<file path="config.mk">
export PLATFORM = sky130hd
export DESIGN_NAME = pointer_coordinate_normalizer
export DESIGN_NICKNAME = d
export VERILOG_FILES = /design/src/design/pcn_pkg.sv /design/src/design/pointer_coordinate_normalizer.sv /design/src/design/pcn_div.sv /design/src/design/pcn_axis_lane.sv
export SDC_FILE = /design/constraint.sdc
export NUM_CORES = 2
export LEC_CHECK = 0
export ABC_AREA = 1
export BUFFER_PORTS_ARGS = -buffer_cell sky130_fd_sc_hd__buf_2
export CAP_MARGIN = 30
export CORE_UTILIZATION = 50
export CTS_CLUSTER_SIZE = 20
export DETAILED_ROUTE_END_ITERATION = 7
export HOLD_SLACK_MARGIN = 0.03
export PLACE_DENSITY = 0.78
export SLEW_MARGIN = 40
export SYNTH_ARGS = -nofsm -noshare
export SYNTH_HDL_FRONTEND = slang
export SYNTH_SLANG_ARGS = --single-unit
</file>
<file path="constraint.sdc">
create_clock -name clk -period 14.34 [get_ports clk]
set_input_delay 2.868 -clock clk [delete_from_list [all_inputs] [get_ports clk]]
set_output_delay 2.868 -clock clk [all_outputs]
set_load 0.01 [all_outputs]
</file>
<file path="src/design/pcn_pkg.sv">
// ----------------------------------------------------------------------------
// pcn_pkg
// Shared widths, codes and lane interface types of the pointer coordinate
// normaliser.
// ----------------------------------------------------------------------------
package pcn_pkg;

  // data widths
  localparam int DATA_W     = 32;
  localparam int SCALE_W    = 8;
  localparam int COORD_W    = 12;
  localparam int DIVD_W     = 16;
  localparam int DIV_CNT_W  = $clog2(DIVD_W + 1);
  localparam int BUTTON_W   = 8;
  localparam int MASK_W     = 2;
  localparam int SCREEN_X_W = 10;
  localparam int SCREEN_Y_W = 9;

  // screen geometry
  localparam int SCREEN_WIDTH  = 640;
  localparam int SCREEN_HEIGHT = 480;
  localparam logic [COORD_W-1:0] TOP_X = COORD_W'(SCREEN_WIDTH - 1);
  localparam logic [COORD_W-1:0] TOP_Y = COORD_W'(SCREEN_HEIGHT - 1);

  // constants of the mapping
  localparam logic [SCALE_W-1:0] SCALE_RESET = SCALE_W'(10);
  localparam logic [SCALE_W-1:0] DECIMAL     = SCALE_W'(10);
  localparam logic signed [DATA_W-1:0] NEG_LIMIT = -DATA_W'(10);
  localparam int BUTTON_BIT = 7;

  // reciprocal of ten, exact for every dividend below 2^18
  localparam logic [DIVD_W-1:0] TENTH_RECIP = DIVD_W'(52429);
  localparam int                TENTH_SHIFT = 19;

  // operation codes
  typedef enum logic {
    FUNC_SAMPLE = 1'b0,
    FUNC_REBASE = 1'b1
  } pcn_func_t;

  // lane sequencer states
  typedef enum logic [2:0] {
    LANE_IDLE,
    LANE_MUL,
    LANE_EVAL,
    LANE_DIV,
    LANE_DONE
  } pcn_lane_state_t;

  // what a finished division is used for
  typedef enum logic {
    DIV_CLAMP,
    DIV_REBASE
  } pcn_div_kind_t;

  // command from the top level to one lane
  typedef struct packed {
    logic                start;
    logic                ack;
    pcn_func_t           func;
    logic [DATA_W-1:0]   abs_val;
    logic [DATA_W-1:0]   target;
  } pcn_lane_cmd_t;

  // status from one lane to the merge stage
  typedef struct packed {
    logic               done;
    logic [COORD_W-1:0] coord;
  } pcn_lane_res_t;

endpackage

</file>
<file path="src/design/pointer_coordinate_normalizer.sv">
// ----------------------------------------------------------------------------
// pointer_coordinate_normalizer
// Maps absolute pointer counts to screen coordinates with a per-axis baseline.
// ----------------------------------------------------------------------------
// One word is taken at a time; in_stall stays high until both axis lanes have
// finished and, for a sample, the output register is free. A sample whose axes
// both land on or below the screen passes each lane's multiply and evaluate
// states and shows its result word as in_stall falls; the division by ten is
// a reciprocal multiplication. An axis clamped above the screen, and every
// rebase, also runs the 16-step shift-subtract divider in each lane that
// divides by the sensitivity scale. A stalled result adds its stall to the
// next sample. A finished sample sits in the output register while the next
// word is being worked on. Scale writes of zero are ignored.
// ----------------------------------------------------------------------------
module pointer_coordinate_normalizer (
  input  logic                              clk,
  input  logic                              rst,
  // configuration
  input  logic                              cfg_wr_en,
  input  logic [pcn_pkg::SCALE_W-1:0]       cfg_wr_data,
  // input channel
  input  logic                              in_valid,
  output logic                              in_stall,
  input  logic                              func,
  input  logic signed [pcn_pkg::DATA_W-1:0] abs_x,
  input  logic signed [pcn_pkg::DATA_W-1:0] abs_y,
  input  logic [pcn_pkg::BUTTON_W-1:0]      button_left,
  input  logic [pcn_pkg::BUTTON_W-1:0]      button_right,
  input  logic signed [pcn_pkg::DATA_W-1:0] aim_x,
  input  logic signed [pcn_pkg::DATA_W-1:0] aim_y,
  // output channel
  output logic                              out_valid,
  input  logic                              out_stall,
  output logic [pcn_pkg::SCREEN_X_W-1:0]    screen_x,
  output logic [pcn_pkg::SCREEN_Y_W-1:0]    screen_y,
  output logic [pcn_pkg::MASK_W-1:0]        button_bits
);

  logic [pcn_pkg::SCALE_W-1:0]  scale;
  logic                         busy;
  pcn_pkg::pcn_func_t           func_q;
  logic [pcn_pkg::MASK_W-1:0]   mask_q;
  logic                         accept;
  logic                         finish;
  pcn_pkg::pcn_lane_cmd_t       cmd_x, cmd_y;
  pcn_pkg::pcn_lane_res_t       res_x, res_y;

  // handshake
  assign in_stall = busy;
  assign accept   = in_valid && !busy;
  assign finish   = busy && res_x.done && res_y.done &&
                    ((func_q == pcn_pkg::FUNC_REBASE) || !out_valid || !out_stall);

  // lane commands
  always_comb begin
    cmd_x.start   = accept;
    cmd_x.ack     = finish;
    cmd_x.func    = pcn_pkg::pcn_func_t'(func);
    cmd_x.abs_val = abs_x;
    cmd_x.target  = aim_x;
    cmd_y.start   = accept;
    cmd_y.ack     = finish;
    cmd_y.func    = pcn_pkg::pcn_func_t'(func);
    cmd_y.abs_val = abs_y;
    cmd_y.target  = aim_y;
  end

  // scale register, busy flag and output valid flag
  always_ff @(posedge clk) begin
    if (rst) begin
      scale     <= pcn_pkg::SCALE_RESET;
      busy      <= 1'b0;
      out_valid <= 1'b0;
    end else begin
      if (cfg_wr_en && (cfg_wr_data != '0)) begin
        scale <= cfg_wr_data;
      end
      if (accept) begin
        busy <= 1'b1;
      end else if (finish) begin
        busy <= 1'b0;
      end
      if (finish && (func_q == pcn_pkg::FUNC_SAMPLE)) begin
        out_valid <= 1'b1;
      end else if (!out_stall) begin
        out_valid <= 1'b0;
      end
    end
  end

  // word held alongside the lanes
  always_ff @(posedge clk) begin
    if (accept) begin
      func_q <= pcn_pkg::pcn_func_t'(func);
      mask_q <= {button_right[pcn_pkg::BUTTON_BIT], button_left[pcn_pkg::BUTTON_BIT]};
    end
  end

  // merge stage: output register
  always_ff @(posedge clk) begin
    if (finish && (func_q == pcn_pkg::FUNC_SAMPLE)) begin
      screen_x    <= res_x.coord[pcn_pkg::SCREEN_X_W-1:0];
      screen_y    <= res_y.coord[pcn_pkg::SCREEN_Y_W-1:0];
      button_bits <= mask_q;
    end
  end

  pcn_axis_lane u_lane_x (
    .clk   (clk),
    .rst   (rst),
    .cmd   (cmd_x),
    .scale (scale),
    .top   (pcn_pkg::TOP_X),
    .res   (res_x)
  );

  pcn_axis_lane u_lane_y (
    .clk   (clk),
    .rst   (rst),
    .cmd   (cmd_y),
    .scale (scale),
    .top   (pcn_pkg::TOP_Y),
    .res   (res_y)
  );

endmodule

</file>
<file path="src/design/pcn_div.sv">
// ----------------------------------------------------------------------------
// pcn_div
// Restoring shift-subtract divider, one quotient bit per cycle.
// ----------------------------------------------------------------------------
module pcn_div (
  input  logic                          clk,
  input  logic                          rst,
  input  logic                          start,
  input  logic [pcn_pkg::DIVD_W-1:0]    dividend,
  input  logic [pcn_pkg::SCALE_W-1:0]   divisor,
  output logic                          done,
  output logic [pcn_pkg::DIVD_W-1:0]    quotient
);

  logic                            running;
  logic [pcn_pkg::DIV_CNT_W-1:0]   cnt;
  logic [pcn_pkg::SCALE_W-1:0]     rem;
  logic [pcn_pkg::SCALE_W-1:0]     dsr;
  logic [pcn_pkg::DIVD_W-1:0]      work;
  logic [pcn_pkg::SCALE_W:0]       trial;
  logic                            fits;
  logic [pcn_pkg::SCALE_W:0]       diff;

  // one trial subtract per step
  always_comb begin
    trial = {rem, work[pcn_pkg::DIVD_W-1]};
    fits  = trial >= {1'b0, dsr};
    diff  = trial - {1'b0, dsr};
  end

  // control
  always_ff @(posedge clk) begin
    if (rst) begin
      running <= 1'b0;
      cnt     <= '0;
      done    <= 1'b0;
    end else begin
      done <= running && (cnt == pcn_pkg::DIV_CNT_W'(1));
      if (start) begin
        running <= 1'b1;
        cnt     <= pcn_pkg::DIV_CNT_W'(pcn_pkg::DIVD_W);
      end else if (running) begin
        cnt <= cnt - pcn_pkg::DIV_CNT_W'(1);
        if (cnt == pcn_pkg::DIV_CNT_W'(1)) begin
          running <= 1'b0;
        end
      end
    end
  end

  // datapath: dividend bits shift out as quotient bits shift in
  always_ff @(posedge clk) begin
    if (start) begin
      work <= dividend;
      rem  <= '0;
      dsr  <= divisor;
    end else if (running) begin
      work <= {work[pcn_pkg::DIVD_W-2:0], fits};
      rem  <= fits ? diff[pcn_pkg::SCALE_W-1:0] : trial[pcn_pkg::SCALE_W-1:0];
    end
  end

  assign quotient = work;

endmodule

</file>
<file path="src/design/pcn_axis_lane.sv">
// ----------------------------------------------------------------------------
// pcn_axis_lane
// One axis of the normaliser: holds the baseline, maps a sample or rebases,
// using its own iterative divider.
// ----------------------------------------------------------------------------
module pcn_axis_lane (
  input  logic                          clk,
  input  logic                          rst,
  input  pcn_pkg::pcn_lane_cmd_t        cmd,
  input  logic [pcn_pkg::SCALE_W-1:0]   scale,
  input  logic [pcn_pkg::COORD_W-1:0]   top,
  output pcn_pkg::pcn_lane_res_t        res
);

  pcn_pkg::pcn_lane_state_t         state, state_next;
  pcn_pkg::pcn_div_kind_t           kind, kind_next;
  logic [pcn_pkg::DATA_W-1:0]       origin;
  logic [pcn_pkg::DATA_W-1:0]       abs_val;
  logic [pcn_pkg::DATA_W-1:0]       prod;
  logic [pcn_pkg::COORD_W-1:0]      coord;

  logic                             div_start;
  logic [pcn_pkg::DIVD_W-1:0]       div_dividend;
  logic [pcn_pkg::SCALE_W-1:0]      div_divisor;
  logic                             div_done;
  logic [pcn_pkg::DIVD_W-1:0]       div_q;

  logic [pcn_pkg::DIVD_W-1:0]       top_x10;
  logic [pcn_pkg::DIVD_W:0]         hi_limit;
  logic [pcn_pkg::COORD_W-1:0]      target_clamp;
  logic [pcn_pkg::DATA_W-1:0]       prod_full;
  logic [2*pcn_pkg::DIVD_W-1:0]     tenth_full;
  logic [pcn_pkg::COORD_W-1:0]      tenth_q;
  logic [pcn_pkg::DATA_W-1:0]       q_ext;
  logic [pcn_pkg::DATA_W-1:0]       q_x10;
  logic                             is_neg_move;
  logic                             is_neg;
  logic                             is_over;

  // constant-ish arithmetic on the screen limit
  always_comb begin
    top_x10  = (pcn_pkg::DIVD_W'(top) << 3) + (pcn_pkg::DIVD_W'(top) << 1);
    hi_limit = {1'b0, top_x10} + (pcn_pkg::DIVD_W + 1)'(pcn_pkg::DECIMAL);
  end

  // target clamp to the screen
  always_comb begin
    if ($signed(cmd.target) > $signed(pcn_pkg::DATA_W'(top))) begin
      target_clamp = top;
    end else if (cmd.target[pcn_pkg::DATA_W-1] || (cmd.target == '0)) begin
      target_clamp = '0;
    end else begin
      target_clamp = cmd.target[pcn_pkg::COORD_W-1:0];
    end
  end

  // scaled motion, range checks and the division by ten
  always_comb begin
    prod_full   = (abs_val - origin) * pcn_pkg::DATA_W'(scale);
    is_neg_move = $signed(prod) <= pcn_pkg::NEG_LIMIT;
    is_neg      = prod[pcn_pkg::DATA_W-1];
    is_over     = prod >= pcn_pkg::DATA_W'(hi_limit);
    tenth_full  = (2 * pcn_pkg::DIVD_W)'(prod[pcn_pkg::DIVD_W-1:0]) *
                  (2 * pcn_pkg::DIVD_W)'(pcn_pkg::TENTH_RECIP);
    tenth_q     = tenth_full[pcn_pkg::TENTH_SHIFT +: pcn_pkg::COORD_W];
    q_ext       = pcn_pkg::DATA_W'(div_q);
    q_x10       = (q_ext << 3) + (q_ext << 1);
  end

  // state register
  always_ff @(posedge clk) begin
    if (rst) begin
      state <= pcn_pkg::LANE_IDLE;
    end else begin
      state <= state_next;
    end
  end

  // next state and divider launch
  always_comb begin
    state_next   = state;
    kind_next    = kind;
    div_start    = 1'b0;
    div_dividend = '0;
    div_divisor  = scale;
    unique case (state)
      pcn_pkg::LANE_IDLE: begin
        if (cmd.start) begin
          if (cmd.func == pcn_pkg::FUNC_REBASE) begin
            div_start    = 1'b1;
            div_dividend = pcn_pkg::DIVD_W'(target_clamp);
            kind_next    = pcn_pkg::DIV_REBASE;
            state_next   = pcn_pkg::LANE_DIV;
          end else begin
            state_next = pcn_pkg::LANE_MUL;
          end
        end
      end
      pcn_pkg::LANE_MUL: begin
        state_next = pcn_pkg::LANE_EVAL;
      end
      pcn_pkg::LANE_EVAL: begin
        if (is_over && !is_neg) begin
          div_start    = 1'b1;
          div_dividend = top_x10;
          kind_next    = pcn_pkg::DIV_CLAMP;
          state_next   = pcn_pkg::LANE_DIV;
        end else begin
          state_next = pcn_pkg::LANE_DONE;
        end
      end
      pcn_pkg::LANE_DIV: begin
        if (div_done) begin
          state_next = pcn_pkg::LANE_DONE;
        end
      end
      pcn_pkg::LANE_DONE: begin
        if (cmd.ack) begin
          state_next = pcn_pkg::LANE_IDLE;
        end
      end
      default: begin
        state_next = pcn_pkg::LANE_IDLE;
      end
    endcase
  end

  // baseline, held as architectural state
  always_ff @(posedge clk) begin
    if (rst) begin
      origin <= '0;
    end else begin
      if ((state == pcn_pkg::LANE_EVAL) && is_neg_move) begin
        origin <= abs_val;
      end else if ((state == pcn_pkg::LANE_DIV) && div_done) begin
        if (kind == pcn_pkg::DIV_CLAMP) begin
          origin <= abs_val - q_ext;
        end else begin
          origin <= abs_val - q_x10;
        end
      end
    end
  end

  // working registers
  always_ff @(posedge clk) begin
    kind <= kind_next;
    if ((state == pcn_pkg::LANE_IDLE) && cmd.start) begin
      abs_val <= cmd.abs_val;
    end
    if (state == pcn_pkg::LANE_MUL) begin
      prod <= prod_full;
    end
    if (state == pcn_pkg::LANE_EVAL) begin
      if (is_neg) begin
        coord <= '0;
      end else if (is_over) begin
        coord <= top;
      end else begin
        coord <= tenth_q;
      end
    end
  end

  pcn_div u_div (
    .clk      (clk),
    .rst      (rst),
    .start    (div_start),
    .dividend (div_dividend),
    .divisor  (div_divisor),
    .done     (div_done),
    .quotient (div_q)
  );

  assign res.done  = (state == pcn_pkg::LANE_DONE);
  assign res.coord = coord;

endmodule
</file>
==> metrics <==
status=finished, final reports clean; Required @ worst endpoint=14,660 ps; Antenna Nets Post-Route=0; Setup Skew=25.3 ps; clock sinks=331; Tightest Pin Transition=960 ps; Startpoint Class=flip-flop; Vias/cell=5.42; GPL Wtd Cong=0.947; gate count of the mapped netlist=5,583; cell accounting for the most synthesized area=fa_1; initial antenna violation count=0; Final nets=6,866; Setup violations, final=0; Crit Path Class=reg2reg; Num CTS Buffers=40; largest net degree at the start of global routing=54; Post-Syn Nets=6,724; number of synthesized flops with an enable pin=221; area of the multi-input gates=30,900 sq um; Diodes inserted=0; Yosys reg bits=331; Final Slew Violations=0; critical path fanouts, max=8; post-synthesis sequential area ratio=19.9%; Slowest-stage cell, CP=xnor2_1; hpwl dp=93,700 microns; Hold Path Origin=u_lane_x.coord[3]; top_reg_cell synth=edfxtp_1; post-synthesis async set-or-reset flop share=0%; wire per inst=16.5 microns; hold buffer count at cts=0; synth cell count leaders=inv_1, nand2_1, nor2_1; relative slew slack=35.9%; flop-to-flop setup slack=7070 ps; yosys synthesis warning count=0; die area=90,100 sq um; CORE AREA=87,400 sq um; Clk pin slew, worst setup/hold paths=60 ps; WL final=114,000 microns; synth top area cells=fa_1, edfxtp_1, ha_1, inv_1, nand2_1; Hold WC Path Type=reg2reg; Peak Freq=138 MHz; CTS tree=yes; Starting Density=50.8%; PortBufs=166; WP data arrival=7590 ps; vias in the first global route=37,400; fraction of the cycle the final worst path needs=50.7%; total track usage=25.5%; CTS root buffer=clkbuf_16; clock latency on the worst-skew pair=600 ps; final global-route overflow total=0; Hold EP=screen_x[3]; R2R Path Start=u_lane_x.abs_val[12]; layout overhead on the synthesized area=8.11%; I/O pins=181; Resize count post-CTS=0; Hold Path Cell Cnt=0; synthesized area=44,400 sq um; sum of negative setup slack=0 ps; drc violations=0; DRT iter0 DRCs=2,436; DR pass1 iterations=8; die height=300 microns; first-pass GRT wire length=186,000 microns; syn avg cell area=7.96 sq um; Reg-to-Reg End=u_lane_x.prod[30]; Hold Vio Cnt, Final=0; most common cell in the netlist=inv_1; crit-path max cell delay=620 ps; minimum clock period=7270 ps; FILL cells=8,032; Rows=108; CTS H-tree lvls=2; die width=300 microns; via count=37,400; max-cap violations=0; Seq. cell area=8840 sq um; Critical Path End Type=flip-flop; Yosys top cell area share=21.8%; layout cells sized above 1=6.41%; # Post-CTS Setup Buffers=0; Synth cell types=69; RSZ-0062 raised after global routing=false; CTS Buffer Depth=3; Worst R2R Path Depth=26
## cells by family after synthesis
logic type | after synthesis | synth area share (%)
flops | 331 | 19.9
compound gates | 897 | 11.5
xor+xnor | 205 | 4.11
fa+ha+maj | 983 | 35.9
simple gates | 1897 | 17.9
buf+inv | 1269 | 10.8
mux | 1 | 0.0225
## how the worst max path moves through the flow
stage | from | endpoint | slack, ps | cells after the start
floorplan | u_lane_x.abs_val[0] | u_lane_x.prod[30] | 8170 | 31
global placement | in_valid | u_lane_x.u_div.quotient[15] | 6960 | 9
detailed placement | u_lane_x.abs_val[1] | u_lane_x.prod[30] | 7140 | 30
CTS | u_lane_x.abs_val[1] | u_lane_x.prod[30] | 7130 | 30
global route | u_lane_x.abs_val[1] | u_lane_x.prod[30] | 6550 | 30
finish | u_lane_x.abs_val[12] | u_lane_x.prod[30] | 7070 | 26
## flip-flops by register name (all words and copies together), names as in the netlist, 8 cells and up
register / cells
u_lane_y.u_div.rem: 8
u_lane_y.prod: 32
u_lane_y.coord: 9
u_lane_x.origin: 32
scale: 8
u_lane_x.u_div.rem: 8
u_lane_x.abs_val: 32
screen_x: 10
u_lane_x.u_div.dsr: 8
u_lane_y.u_div.dsr: 8
u_lane_x.coord: 10
u_lane_x.prod: 32
screen_y: 9
u_lane_x.u_div.quotient: 16
u_lane_y.u_div.quotient: 16
u_lane_y.abs_val: 32
u_lane_y.origin: 32
## cells in the final DEF, fill, tap and decap left out, types with 33 or more instances in the layout
cell,count
inv_1,1156
nand2_1,825
nor2_1,653
ha_1,499
fa_1,484
a21oi_1,399
o21ai_0,244
edfxtp_1,221
nand3_1,182
buf_2,166
xor2_1,130
dfxtp_1,110
xnor2_1,67
nand4_1,53
nor3_1,51
clkbuf_16,42
o21bai_1,40
a31oi_1,34
nor4_1,33
## per-layer routing
metal	wire length, microns	GRT usage, %	up-vias
met1	49800	34.0	17800
met2	52800	42.1	1221
met3	7740	4.16	251
li1	-	-	18200
met5	0	0	-
met4	3810	8.69	0
## worst max-delay path, delay by kind of cell, from the launching register on
family | cells | cell delay (ps)
adders and majority gates | 6 | 2810
AOI/OAI and AO/OA | 9 | 1700
and+or+nand+nor | 7 | 1110
xor gates and xnor gates | 2 | 740
DFF | 1 | 520
buffers and inverters | 2 | 90
## cell type report
class,instances,area share (%)
clock buffer,55,2.41
clock inverter,19,0.401
inverter,1175,9.18
multi-input combinational,3983,64.3
sequential,331,18.4
tap,1155,3.01
timing repair buffer,194,2.25
## per-stage QoR
stage	hold WS, ps	setup WS (ps)	util (%)	instances	cell area, sq um
detailed placement	406	7140	53.3	6838	46600
finish	398	7070	54.9	6912	48000
CTS	404	7130	54.9	6912	48000
global placement	401	6960	53.2	6836	46500
floorplan	400	8170	-	5583	44400
global route	407	6550	54.9	6912	48000
Power is left out: the tool's default activity adds up to more than one toggle a clock period on the data nets, which glitch-free logic cannot reach.
